### src/rtl/chain_link_angle_constrained_follow_assert.svh
// assertion macros for the chain link follower
`ifndef CHAIN_LINK_ANGLE_CONSTRAINED_FOLLOW_ASSERT_SVH
`define CHAIN_LINK_ANGLE_CONSTRAINED_FOLLOW_ASSERT_SVH

// whenever a holds, b holds on the same edge
`define CCF_ASSERT_IMPL(lbl, clk, rstn, a, b) \
  lbl: assert property (@(posedge clk) disable iff (!rstn) (a) |-> (b)) \
    else $error("ccf assertion failed");

// whenever a holds, b holds on the next edge
`define CCF_ASSERT_NEXT(lbl, clk, rstn, a, b) \
  lbl: assert property (@(posedge clk) disable iff (!rstn) (a) |=> (b)) \
    else $error("ccf assertion failed");

`endif

### src/rtl/ccf_pkg.sv
// shared types, constants and helpers of the chain link follower
package ccf_pkg;

  localparam int CordicIters = 16;
  localparam int CordicW     = 36;
  localparam int TrigW       = 19;
  localparam int PaddrW      = 4;

  localparam logic [1:0] OP_HOLD    = 2'd0;
  localparam logic [1:0] OP_POINTER = 2'd1;
  localparam logic [1:0] OP_PARENT  = 2'd2;

  localparam logic [1:0] REG_LINK_RADIUS   = 2'd0;
  localparam logic [1:0] REG_PAIR_COUNT    = 2'd1;
  localparam logic [1:0] REG_MAX_DEVIATION = 2'd2;

  localparam logic [21:0] LINK_RADIUS_RST   = 22'd2560;
  localparam logic [4:0]  PAIR_COUNT_RST    = 5'd4;
  localparam logic [14:0] MAX_DEVIATION_RST = 15'd1365;

  localparam logic signed [15:0] QUARTER_TURN = 16'sd16384;
  localparam logic signed [15:0] HALF_TURN    = -16'sd32768;
  localparam logic signed [CordicW-1:0] CORDIC_X0 = CordicW'(39797);

  typedef struct packed {
    logic [1:0]         operation;
    logic signed [23:0] target_x;
    logic signed [23:0] target_y;
    logic signed [15:0] parent_angle;
    logic [21:0]        parent_spacing;
  } in_t;

  typedef struct packed {
    logic [3:0]         pair_index;
    logic signed [23:0] plus_side_x;
    logic signed [23:0] plus_side_y;
    logic signed [23:0] minus_side_x;
    logic signed [23:0] minus_side_y;
    logic signed [23:0] new_center_x;
    logic signed [23:0] new_center_y;
    logic signed [15:0] new_heading;
    logic               last;
  } out_t;

  typedef enum logic [3:0] {
    ST_IDLE, ST_ATAN, ST_HEAD, ST_HSTART, ST_HSC, ST_HMUL, ST_HUPD,
    ST_PAIR, ST_DIV, ST_PSC, ST_PMUL, ST_PSAVE, ST_MSC, ST_MMUL, ST_MSAVE, ST_OUT
  } state_e;

  typedef enum logic [1:0] {ANG_HEAD, ANG_PLUS, ANG_MINUS} ang_sel_e;

  typedef struct packed {
    logic     load_in;
    logic     cordic_start;
    logic     cordic_vec;
    ang_sel_e ang_sel;
    logic     set_heading;
    logic     mul_en;
    logic     mul_radius;
    logic     upd_center;
    logic     div_start;
    logic     store_plus;
    logic     store_minus;
    logic     out_load;
    logic     pair_inc;
  } cmd_t;

  typedef struct packed {
    logic in_parent;
    logic cordic_done;
    logic div_done;
    logic pair_last;
  } sts_t;

  function automatic logic signed [15:0] ang_tab(input logic [3:0] idx);
    logic signed [15:0] v;
    case (idx)
      4'd0:    v = 16'sd8192;
      4'd1:    v = 16'sd4836;
      4'd2:    v = 16'sd2555;
      4'd3:    v = 16'sd1297;
      4'd4:    v = 16'sd651;
      4'd5:    v = 16'sd326;
      4'd6:    v = 16'sd163;
      4'd7:    v = 16'sd81;
      4'd8:    v = 16'sd41;
      4'd9:    v = 16'sd20;
      4'd10:   v = 16'sd10;
      4'd11:   v = 16'sd5;
      4'd12:   v = 16'sd3;
      4'd13:   v = 16'sd1;
      4'd14:   v = 16'sd1;
      default: v = 16'sd0;
    endcase
    return v;
  endfunction

  function automatic logic signed [23:0] sat24(input logic signed [26:0] v);
    logic signed [23:0] r;
    if (v > 27'sd8388607) begin
      r = 24'sd8388607;
    end else if (v < -27'sd8388608) begin
      r = -24'sd8388608;
    end else begin
      r = v[23:0];
    end
    return r;
  endfunction

endpackage

### src/rtl/ccf_cordic.sv
// shared cordic unit, vectoring for atan2 and rotation for sine and cosine
module ccf_cordic (
  input  logic                             clk_i,
  input  logic                             rst_ni,
  input  logic                             start_i,
  input  logic                             vec_i,
  input  logic signed [24:0]               dx_i,
  input  logic signed [24:0]               dy_i,
  input  logic signed [15:0]               angle_i,
  output logic                             done_o,
  output logic signed [ccf_pkg::TrigW-1:0] cos_o,
  output logic signed [ccf_pkg::TrigW-1:0] sin_o,
  output logic signed [15:0]               z_o
);
  import ccf_pkg::*;

  logic signed [CordicW-1:0] x_q, y_q, xs, ys, xi, yi, xn, yn;
  logic signed [15:0]        z_q, zi;
  logic [3:0]                it_q;
  logic                      busy_q, done_q, vec_q, neg_q, negi, up;

  assign xi = CordicW'($signed({dx_i, 8'd0}));
  assign yi = CordicW'($signed({dy_i, 8'd0}));

  always_comb begin
    zi   = angle_i;
    negi = 1'b0;
    if (angle_i > QUARTER_TURN) begin
      zi   = angle_i + HALF_TURN;
      negi = 1'b1;
    end else if (angle_i < -QUARTER_TURN) begin
      zi   = angle_i - HALF_TURN;
      negi = 1'b1;
    end
  end

  assign xs = x_q >>> it_q;
  assign ys = y_q >>> it_q;
  // up: rotate clockwise and add the table angle
  assign up = vec_q ? (y_q > 0) : (z_q < 0);

  always_ff @(posedge clk_i or negedge rst_ni) begin
    if (!rst_ni) begin
      busy_q <= 1'b0;
      done_q <= 1'b0;
      it_q   <= '0;
      vec_q  <= 1'b0;
      neg_q  <= 1'b0;
    end else begin
      done_q <= 1'b0;
      if (start_i) begin
        busy_q <= 1'b1;
        it_q   <= '0;
        vec_q  <= vec_i;
        neg_q  <= vec_i ? 1'b0 : negi;
      end else if (busy_q) begin
        it_q <= it_q + 4'd1;
        if (it_q == 4'(CordicIters - 1)) begin
          busy_q <= 1'b0;
          done_q <= 1'b1;
        end
      end
    end
  end

  always_ff @(posedge clk_i) begin
    if (start_i) begin
      if (vec_i) begin
        x_q <= (xi < 0) ? -xi : xi;
        y_q <= (xi < 0) ? -yi : yi;
        z_q <= (xi < 0) ? HALF_TURN : 16'sd0;
      end else begin
        x_q <= CORDIC_X0;
        y_q <= '0;
        z_q <= zi;
      end
    end else if (busy_q) begin
      if (up) begin
        x_q <= x_q + ys;
        y_q <= y_q - xs;
        z_q <= z_q + ang_tab(it_q);
      end else begin
        x_q <= x_q - ys;
        y_q <= y_q + xs;
        z_q <= z_q - ang_tab(it_q);
      end
    end
  end

  assign xn     = neg_q ? -x_q : x_q;
  assign yn     = neg_q ? -y_q : y_q;
  assign cos_o  = xn[TrigW-1:0];
  assign sin_o  = yn[TrigW-1:0];
  assign z_o    = z_q;
  assign done_o = done_q;

endmodule

### src/rtl/ccf_dp.sv
// datapath: link state, heading clamp, rim offset divider, scaling and word register
module ccf_dp #(
  parameter int MAX_PAIRS = 16
) (
  input  logic            clk_i,
  input  logic            rst_ni,
  input  ccf_pkg::in_t    in_i,
  input  logic [21:0]     link_radius_i,
  input  logic [4:0]      pair_count_i,
  input  logic [14:0]     max_deviation_i,
  input  ccf_pkg::cmd_t   cmd_i,
  output ccf_pkg::sts_t   sts_o,
  output ccf_pkg::out_t   out_o
);
  import ccf_pkg::*;

  localparam int PW    = (MAX_PAIRS > 1) ? $clog2(MAX_PAIRS) : 1;
  localparam int NW    = $clog2(MAX_PAIRS + 1);
  localparam int NUMW  = NW + 14;
  localparam int DCW   = $clog2(NUMW + 1);

  logic signed [23:0] tx_q, ty_q, cx_q, cy_q;
  logic signed [15:0] pa_q, hd_q, hd_d;
  logic [21:0]        sp_q;
  logic [PW-1:0]      pair_q;
  logic [NW-1:0]      n_q, n_d, k;
  logic signed [24:0] dx, dy;
  logic               coincide;

  // rim offset divider
  logic [NUMW-1:0]    num_q, quo_q;
  logic [NW-1:0]      rem_q;
  logic [NW:0]        rem_sh;
  logic               qbit;
  logic [DCW-1:0]     dcnt_q;
  logic               ddone_q;
  logic signed [15:0] off;

  // cordic and scaling
  logic signed [15:0]       angle, cz, want, dd;
  logic signed [16:0]       d17, md17, dc;
  logic signed [TrigW-1:0]  ccos, csin;
  logic                     cdone;
  logic signed [22:0]       len;
  logic signed [41:0]       prod_x_q, prod_y_q, rnd_x, rnd_y;
  logic signed [25:0]       scx, scy;
  logic signed [23:0]       px_q, py_q, mx_q, my_q;
  out_t                     out_q;

  assign dx       = 25'(tx_q) - 25'(cx_q);
  assign dy       = 25'(ty_q) - 25'(cy_q);
  assign coincide = (dx == '0) && (dy == '0);

  always_comb begin
    n_d = NW'(pair_count_i);
    if (pair_count_i == 5'd0) begin
      n_d = NW'(1);
    end else if (32'(pair_count_i) > MAX_PAIRS) begin
      n_d = NW'(MAX_PAIRS);
    end
  end

  // heading: parent angle plus wrapped and clamped offset
  always_comb begin
    want = coincide ? 16'sd0 : cz;
    dd   = want - pa_q;
    d17  = 17'(dd);
    md17 = $signed({2'b00, max_deviation_i});
    if (d17 > md17) begin
      dc = md17;
    end else if (d17 < -md17) begin
      dc = -md17;
    end else begin
      dc = d17;
    end
    hd_d = pa_q + dc[15:0];
  end

  assign k      = n_q - NW'(1) - NW'(pair_q);
  assign rem_sh = {rem_q, num_q[NUMW-1]};
  assign qbit   = (rem_sh >= {1'b0, n_q});
  assign off    = $signed({2'b00, quo_q[13:0]});

  always_comb begin
    case (cmd_i.ang_sel)
      ANG_PLUS:  angle = hd_q + QUARTER_TURN - off;
      ANG_MINUS: angle = hd_q - QUARTER_TURN + off;
      default:   angle = hd_q;
    endcase
  end

  ccf_cordic u_cordic (
    .clk_i   (clk_i),
    .rst_ni  (rst_ni),
    .start_i (cmd_i.cordic_start),
    .vec_i   (cmd_i.cordic_vec),
    .dx_i    (dx),
    .dy_i    (dy),
    .angle_i (angle),
    .done_o  (cdone),
    .cos_o   (ccos),
    .sin_o   (csin),
    .z_o     (cz)
  );

  assign len   = cmd_i.mul_radius ? $signed({1'b0, link_radius_i}) : $signed({1'b0, sp_q});
  assign rnd_x = (prod_x_q + 42'sd32768) >>> 16;
  assign rnd_y = (prod_y_q + 42'sd32768) >>> 16;
  assign scx   = rnd_x[25:0];
  assign scy   = rnd_y[25:0];

  always_ff @(posedge clk_i or negedge rst_ni) begin
    if (!rst_ni) begin
      cx_q    <= '0;
      cy_q    <= '0;
      hd_q    <= '0;
      pair_q  <= '0;
      n_q     <= NW'(1);
      dcnt_q  <= '0;
      ddone_q <= 1'b0;
    end else begin
      ddone_q <= 1'b0;
      if (cmd_i.load_in) begin
        pair_q <= '0;
        n_q    <= n_d;
        if (in_i.operation == OP_POINTER) begin
          cx_q <= in_i.target_x;
          cy_q <= in_i.target_y;
        end
      end
      if (cmd_i.set_heading) begin
        hd_q <= hd_d;
      end
      if (cmd_i.upd_center) begin
        cx_q <= sat24(27'(tx_q) - 27'(scx));
        cy_q <= sat24(27'(ty_q) - 27'(scy));
      end
      if (cmd_i.pair_inc) begin
        pair_q <= pair_q + PW'(1);
      end
      if (cmd_i.div_start) begin
        dcnt_q <= DCW'(NUMW);
      end else if (dcnt_q != '0) begin
        dcnt_q <= dcnt_q - DCW'(1);
        if (dcnt_q == DCW'(1)) begin
          ddone_q <= 1'b1;
        end
      end
    end
  end

  always_ff @(posedge clk_i) begin
    if (cmd_i.load_in) begin
      tx_q <= in_i.target_x;
      ty_q <= in_i.target_y;
      pa_q <= in_i.parent_angle;
      sp_q <= in_i.parent_spacing;
    end
    if (cmd_i.div_start) begin
      num_q <= {k, 14'd0};
      rem_q <= '0;
      quo_q <= '0;
    end else if (dcnt_q != '0) begin
      num_q <= {num_q[NUMW-2:0], 1'b0};
      quo_q <= {quo_q[NUMW-2:0], qbit};
      rem_q <= qbit ? NW'(rem_sh - {1'b0, n_q}) : rem_sh[NW-1:0];
    end
    if (cmd_i.mul_en) begin
      prod_x_q <= len * ccos;
      prod_y_q <= len * csin;
    end
    if (cmd_i.store_plus) begin
      px_q <= sat24(27'(cx_q) + 27'(scx));
      py_q <= sat24(27'(cy_q) + 27'(scy));
    end
    if (cmd_i.store_minus) begin
      mx_q <= sat24(27'(cx_q) + 27'(scx));
      my_q <= sat24(27'(cy_q) + 27'(scy));
    end
    if (cmd_i.out_load) begin
      out_q.pair_index   <= 4'(pair_q);
      out_q.plus_side_x  <= px_q;
      out_q.plus_side_y  <= py_q;
      out_q.minus_side_x <= mx_q;
      out_q.minus_side_y <= my_q;
      out_q.new_center_x <= cx_q;
      out_q.new_center_y <= cy_q;
      out_q.new_heading  <= hd_q;
      out_q.last         <= sts_o.pair_last;
    end
  end

  assign sts_o.in_parent   = (in_i.operation == OP_PARENT);
  assign sts_o.cordic_done = cdone;
  assign sts_o.div_done    = ddone_q;
  assign sts_o.pair_last   = (NW'(pair_q) == n_q - NW'(1));
  assign out_o             = out_q;

endmodule

### src/rtl/ccf_ctrl.sv
// sequencer for one step: heading update on a parent follow, then one word per rim pair
module ccf_ctrl (
  input  logic          clk_i,
  input  logic          rst_ni,
  input  logic          in_valid_i,
  output logic          in_ready_o,
  output logic          out_valid_o,
  input  logic          out_ready_i,
  input  ccf_pkg::sts_t sts_i,
  output ccf_pkg::cmd_t cmd_o
);
  import ccf_pkg::*;

  state_e state_q, state_d;
  logic   out_vld_q, out_free;
  logic   atan_go_q;

  assign out_free = !out_vld_q || out_ready_i;

  always_ff @(posedge clk_i or negedge rst_ni) begin
    if (!rst_ni) begin
      state_q   <= ST_IDLE;
      out_vld_q <= 1'b0;
    end else begin
      state_q <= state_d;
      if (cmd_o.out_load) begin
        out_vld_q <= 1'b1;
      end else if (out_ready_i) begin
        out_vld_q <= 1'b0;
      end
    end
  end

  always_comb begin
    state_d    = state_q;
    cmd_o      = '0;
    in_ready_o = 1'b0;
    case (state_q)
      ST_IDLE: begin
        in_ready_o = 1'b1;
        if (in_valid_i) begin
          cmd_o.load_in = 1'b1;
          state_d = sts_i.in_parent ? ST_ATAN : ST_PAIR;
        end
      end
      ST_ATAN: begin
        // cordic reads the freshly loaded target in the cycle after accept
        cmd_o.cordic_start = atan_go_q;
        cmd_o.cordic_vec   = atan_go_q;
        if (!sts_i.cordic_done) begin
          state_d = ST_ATAN;
        end
      end
      ST_HEAD: begin
        cmd_o.set_heading = 1'b1;
        state_d = ST_HSTART;
      end
      ST_HSTART: begin
        cmd_o.cordic_start = 1'b1;
        cmd_o.ang_sel = ANG_HEAD;
        state_d = ST_HSC;
      end
      ST_HSC: begin
        if (sts_i.cordic_done) begin
          state_d = ST_HMUL;
        end
      end
      ST_HMUL: begin
        cmd_o.mul_en = 1'b1;
        state_d = ST_HUPD;
      end
      ST_HUPD: begin
        cmd_o.upd_center = 1'b1;
        state_d = ST_PAIR;
      end
      ST_PAIR: begin
        cmd_o.div_start = 1'b1;
        state_d = ST_DIV;
      end
      ST_DIV: begin
        if (sts_i.div_done) begin
          cmd_o.cordic_start = 1'b1;
          cmd_o.ang_sel = ANG_PLUS;
          state_d = ST_PSC;
        end
      end
      ST_PSC: begin
        if (sts_i.cordic_done) begin
          state_d = ST_PMUL;
        end
      end
      ST_PMUL: begin
        cmd_o.mul_en = 1'b1;
        cmd_o.mul_radius = 1'b1;
        state_d = ST_PSAVE;
      end
      ST_PSAVE: begin
        cmd_o.store_plus = 1'b1;
        cmd_o.cordic_start = 1'b1;
        cmd_o.ang_sel = ANG_MINUS;
        state_d = ST_MSC;
      end
      ST_MSC: begin
        if (sts_i.cordic_done) begin
          state_d = ST_MMUL;
        end
      end
      ST_MMUL: begin
        cmd_o.mul_en = 1'b1;
        cmd_o.mul_radius = 1'b1;
        state_d = ST_MSAVE;
      end
      ST_MSAVE: begin
        cmd_o.store_minus = 1'b1;
        state_d = ST_OUT;
      end
      ST_OUT: begin
        if (out_free) begin
          cmd_o.out_load = 1'b1;
          if (sts_i.pair_last) begin
            state_d = ST_IDLE;
          end else begin
            cmd_o.pair_inc = 1'b1;
            state_d = ST_PAIR;
          end
        end
      end
      default: state_d = ST_IDLE;
    endcase
    // atan2 kicks off right after the item is captured
    if (state_q == ST_IDLE && in_valid_i && sts_i.in_parent) begin
      state_d = ST_ATAN;
    end
    if (state_q == ST_ATAN && sts_i.cordic_done) begin
      state_d = ST_HEAD;
    end
  end

  // vectoring run starts on the cycle after capture
  always_ff @(posedge clk_i or negedge rst_ni) begin
    if (!rst_ni) begin
      atan_go_q <= 1'b0;
    end else begin
      atan_go_q <= (state_q == ST_IDLE) && in_valid_i && sts_i.in_parent;
    end
  end

  assign out_valid_o = out_vld_q;

endmodule

### src/rtl/chain_link_angle_constrained_follow.sv
// top level of the angle constrained chain link follower
// One chain link. Each input word holds the link, jumps its centre to a pointer, or
// follows a parent link: the heading becomes the parent angle plus the clamped
// offset toward the target, and the centre is pulled to parent_spacing behind the
// target. Every step then yields one output word per rim point pair (pair_count,
// clamped to 1..MAX_PAIRS), with last set on the final pair. Items are taken one
// at a time; a new item may be accepted while the final word still waits in the
// output register. A parent follow runs one 16-step vectoring cordic, one 16-step
// rotation cordic and a multiply; each rim pair runs a one bit per cycle offset
// divider of 14 + ceil(log2(MAX_PAIRS+1)) steps and two rotation passes of the one
// shared cordic. Output stalls hold the sequence. Configuration is an apb slave:
// link_radius at 0x0, pair_count at 0x4, max_deviation at 0x8. The user must see that
// they are written only while the block is idle; the block itself does not enforce it.
`include "chain_link_angle_constrained_follow_assert.svh"

module chain_link_angle_constrained_follow #(
  parameter int MAX_PAIRS = 16
) (
  input  logic                         clk_i,
  input  logic                         rst_ni,
  // input words
  input  logic                         in_valid_i,
  output logic                         in_ready_o,
  input  ccf_pkg::in_t                 in_i,
  // rim pair words
  output logic                         out_valid_o,
  input  logic                         out_ready_i,
  output ccf_pkg::out_t                out_o,
  // configuration
  input  logic                         psel,
  input  logic                         penable,
  input  logic                         pwrite,
  input  logic [ccf_pkg::PaddrW-1:0]   paddr,
  input  logic [31:0]                  pwdata,
  output logic [31:0]                  prdata,
  output logic                         pready
);
  import ccf_pkg::*;

  logic [21:0] link_radius_q;
  logic [4:0]  pair_count_q;
  logic [14:0] max_deviation_q;
  logic        cfg_wr;
  cmd_t        cmd;
  sts_t        sts;

  // apb register file, zero wait states
  assign pready = 1'b1;
  assign cfg_wr = psel && penable && pwrite;

  always_ff @(posedge clk_i or negedge rst_ni) begin
    if (!rst_ni) begin
      link_radius_q   <= LINK_RADIUS_RST;
      pair_count_q    <= PAIR_COUNT_RST;
      max_deviation_q <= MAX_DEVIATION_RST;
    end else if (cfg_wr) begin
      case (paddr[3:2])
        REG_LINK_RADIUS:   link_radius_q   <= pwdata[21:0];
        REG_PAIR_COUNT:    pair_count_q    <= pwdata[4:0];
        REG_MAX_DEVIATION: max_deviation_q <= pwdata[14:0];
        default: ;
      endcase
    end
  end

  always_comb begin
    case (paddr[3:2])
      REG_LINK_RADIUS:   prdata = 32'(link_radius_q);
      REG_PAIR_COUNT:    prdata = 32'(pair_count_q);
      REG_MAX_DEVIATION: prdata = 32'(max_deviation_q);
      default:           prdata = '0;
    endcase
  end

  // sequencer: owns handshakes and the output valid bit
  ccf_ctrl u_ctrl (
    .clk_i       (clk_i),
    .rst_ni      (rst_ni),
    .in_valid_i  (in_valid_i),
    .in_ready_o  (in_ready_o),
    .out_valid_o (out_valid_o),
    .out_ready_i (out_ready_i),
    .sts_i       (sts),
    .cmd_o       (cmd)
  );

  // datapath: link state, cordic, divider, output word register
  ccf_dp #(
    .MAX_PAIRS (MAX_PAIRS)
  ) u_dp (
    .clk_i           (clk_i),
    .rst_ni          (rst_ni),
    .in_i            (in_i),
    .link_radius_i   (link_radius_q),
    .pair_count_i    (pair_count_q),
    .max_deviation_i (max_deviation_q),
    .cmd_i           (cmd),
    .sts_o           (sts),
    .out_o           (out_o)
  );

  // the block is busy right after taking a word
  `CCF_ASSERT_NEXT(a_busy_after_accept, clk_i, rst_ni, in_valid_i && in_ready_o, !in_ready_o)
  // a new word is never loaded over one still waiting
  `CCF_ASSERT_IMPL(a_no_overwrite, clk_i, rst_ni, cmd.out_load, !out_valid_o || out_ready_i)
  // cordic needs its iterations before reporting done
  `CCF_ASSERT_NEXT(a_cordic_latency, clk_i, rst_ni, cmd.cordic_start, !sts.cordic_done)

endmodule

### config.mk
export PLATFORM = sky130hd
export DESIGN_NAME = chain_link_angle_constrained_follow
export DESIGN_NICKNAME = d
export VERILOG_FILES = /design/src/rtl/ccf_pkg.sv /design/src/rtl/ccf_cordic.sv /design/src/rtl/ccf_dp.sv /design/src/rtl/ccf_ctrl.sv /design/src/rtl/chain_link_angle_constrained_follow.sv
export VERILOG_INCLUDE_DIRS = /design/src /design/src/rtl
export SDC_FILE = /design/constraint.sdc
export NUM_CORES = 2
export LEC_CHECK = 0
export BUFFER_PORTS_ARGS = -buffer_cell sky130_fd_sc_hd__buf_2
export CAP_MARGIN = 20
export CORE_UTILIZATION = 58
export CTS_CLUSTER_SIZE = 14
export DETAILED_ROUTE_END_ITERATION = 16
export GPL_ROUTABILITY_DRIVEN = 0
export PLACE_DENSITY = 0.79
export SLEW_MARGIN = 30
export SYNTH_ARGS = -nofsm -noshare
export SYNTH_HDL_FRONTEND = slang
export SYNTH_SLANG_ARGS = --single-unit
### constraint.sdc
create_clock -name clk_i -period 10.5 [get_ports clk_i]
set_clock_uncertainty 0.2 [all_clocks]
set_input_delay 1.575 -clock clk_i [delete_from_list [all_inputs] [get_ports clk_i]]
set_output_delay 1.575 -clock clk_i [all_outputs]
set_load 0.02 [all_outputs]
==> impl_metrics.yaml <==
yosys:
  synth_area_sq_um: 73200
  ys_seq_area_share_pct: 25.4
  synth_cells: 7869
  synthArstFlopShare_pct: 20.8
  yosys-top-cells-area: "edfxtp_1 (20%), fa_1 (19%), ha_1 (12%), nand2_1 (5.4%), inv_1 (5.3%)"
  post-synth-top-count-cell: "nand2_1"
  ys_seq_elements: 648
  synthTopCellsByCount: "nand2_1 (1048), inv_1 (1034), ha_1 (698)"
  synthFlopType: "edfxtp_1"
  synth.distinct_cells: 93
  synth_area_per_cell_sq_um: 9.31
  synth_edf_count: 494
  netlist.area_leader.share_pct: 20.3
  yosysWarnings: 0
  yosysTopAreaCell: "edfxtp_1"
cts:
  cts_hold_buffers: 0
  clock_latency_ns: 0.71
  htreeDepth: 3
  clockBufferDepth: 3
  clkTransAtPathRegs_ns: 0.06
  cts_sinks: 648
  cts_buffers: 74
  cts_tree: "done"
  cts_root_buf: "clkbuf_16"
global_route:
  antenna_found_initial: 13
  grt_pass1_wl_mm: 332
  gr-total-overflow: 0
  grtUsageTotal_pct: 33.2
  grt_max_degree: 139
  first_global_vias: 60762
timing:
  relSlewSlack_pct: 29.3
  period_minus_slack_ns: 10.30
  timing.hold.ws_ns: 0.202
  worst_slack_ns: 0.202
  finalCritPeriodShare_pct: 98.1
  report.final.setup_viol: 0
  fmax_ghz: 0.0971
  finalHoldViolations: 0
  worst_slew_pin_slew_ns: 1.06
  report.final.slew_viol_count: 0
worst_setup_path:
  critical_path_class: "reg2reg"
  crit_top_cell: "a21oi_2"
  max_stage_delay_ns: 0.57
  start_kind: "flop"
  cpLargestDelayFamily: "compound AO/OA/AOI/OAI gates"
  worstRegToRegCells: 45
  crit_cells: 45
  crit_path_end: "u_dp.hd_q[14]$_DFFE_PN0P_"
  startpoint: "u_dp.ty_q[1]$_DFFE_PP_"
  timing.rr.start: "u_dp.ty_q[1]$_DFFE_PP_"
  cp_data_arrival_time_ns: 10.65
  critPathRequiredTime_ns: 10.85
  ff2ff_setup_slack_ns: 0.20
  crit_fanout: 15
  end_kind: "flop"
  critical_path_buf_inv_count: 4
  timing.rr.end: "u_dp.hd_q[14]$_DFFE_PN0P_"
  slowest_stage: "or4_4"
placed_design:
  pre_cts_slack_ns: -0.189
  dp.cells: 9701
  place_hpwl_mm: 162
  portBuffers: 307
drt:
  drtIter0Drc: 6370
  remaining_drc_errors: 0
  vias_per_cell: 6.15
  wirelength_mm: 213
  ant_nets: 0
  wl_per_cell_microns: 21.6
  dr.pass1.iters: 9
  vias: 60582
floorplanning:
  pin_count: 331
  die_h_microns: 357
  die-width_microns: 357
  start_util_pct: 58.8
  core_sq_um: 124000
  fp.dieArea_sq_um: 128000
  rows: 129
hold_path:
  hold_path_class: "reg2reg"
  hold_path.startpoint: "u_dp.mx_q[5]$_DFFE_PP_"
run_status:
  status: "finished clean"
job:
  drv_cap: 0
final_layout:
  fin_nets: 9669
  final_cells: 9853
  area_growth_pct: 9.65
  drive_gt1_share_pct: 11.1
-- flip-flops by register name, summed over array words and instances, names as in the netlist, 27 cells and up --
| signal | flops |
|---|---|
| u_dp.out_o | 165 |
| u_dp.u_cordic.x_q | 36 |
| u_dp.u_cordic.y_q | 36 |
| u_dp.prod_x_q | 27 |
| u_dp.prod_y_q | 27 |
-- what timing repair did --
| item | CTS | global route |
|---|---|---|
| pin swaps | 2 | 22 |
| gates cloned | 0 | 0 |
| endpoints found under the setup margin | 5 | 8 |
| gates resized for setup | 12 | 51 |
| buffers inserted | 0 | 9 |
-- stage by stage --
step | util (%) | setup TNS (ns) | area, sq um
2_1_floorplan | - | 0 | 73300
3_3_place_gp | 62.1 | -0.0759 | 77200
3_5_place_dp | 62.1 | -0.382 | 77300
4_1_cts | 64.2 | 0 | 79900
5_1_grt | 64.5 | -0.782 | 80300
6_report | 64.5 | 0 | 80300
-- placed cells by master, fill, tap and decap left out, types with 70 or more instances in the layout --
cell       count
nand2_1     1045
inv_1       1029
ha_1         690
fa_1         688
nor2_1       586
edfxtp_1     494
a21oi_1      403
o21ai_0      344
buf_2        306
xnor2_1      283
xor2_1       233
buf_4        204
a21o_1       153
dfrtp_1      121
mux2i_1       92
nand3_1       91
and2_1        89
nor3_1        86
clkbuf_16     77
a31oi_1       70
-- worst min path at each step --
stage	end	cells past startpoint
floorplan	u_dp.out_o[100]$_DFFE_PP_	0
global placement	u_dp.out_o[132]$_DFFE_PP_	0
detailed placement	u_dp.out_o[117]$_DFFE_PP_	0
CTS	u_dp.out_o[94]$_DFFE_PP_	0
global route	u_dp.out_o[93]$_DFFE_PP_	0
finish	u_dp.out_o[94]$_DFFE_PP_	0
-- layout make-up --
type | instances | area, sq um
clock buffer | 94 | 2020
multi-input combinational | 5871 | 49900
inverter | 1037 | 3890
timing repair buffer | 517 | 3170
antenna | 5 | 12.5
clock inverter | 44 | 618
tap | 1637 | 2050
fill | 9695 | 44200
sequential | 648 | 18600
-- per-layer routing --
layer	global-route usage, %	share of wire (%)	vias up
met5	0	0.029	-
met4	16.9	5.8	8
met3	7.98	11	762
met2	52.6	45	3418
met1	42.5	38	29400
li1	-	-	26994
-- logic make-up (layout without fill, tap and decap cells) --
kind of cell | count (synthesis) | in the layout | synth area share (%)
AND/OR/NAND/NOR | 2291 | 2291 | 13.9
AO/OA/AOI/OAI | 1424 | 1424 | 12.1
adder cells (fa/ha/maj) | 1391 | 1391 | 30.8
buffers and inverters | 1359 | 1692 | 7.06
flip-flops | 648 | 648 | 25.4
XOR/XNOR | 522 | 522 | 6.24
multiplexers | 232 | 232 | 4.41
other | 2 | 16 | 0.0103
Power is left out: the tool's default activity adds up to more than one toggle a clock period on the data nets, which glitch-free logic cannot reach.
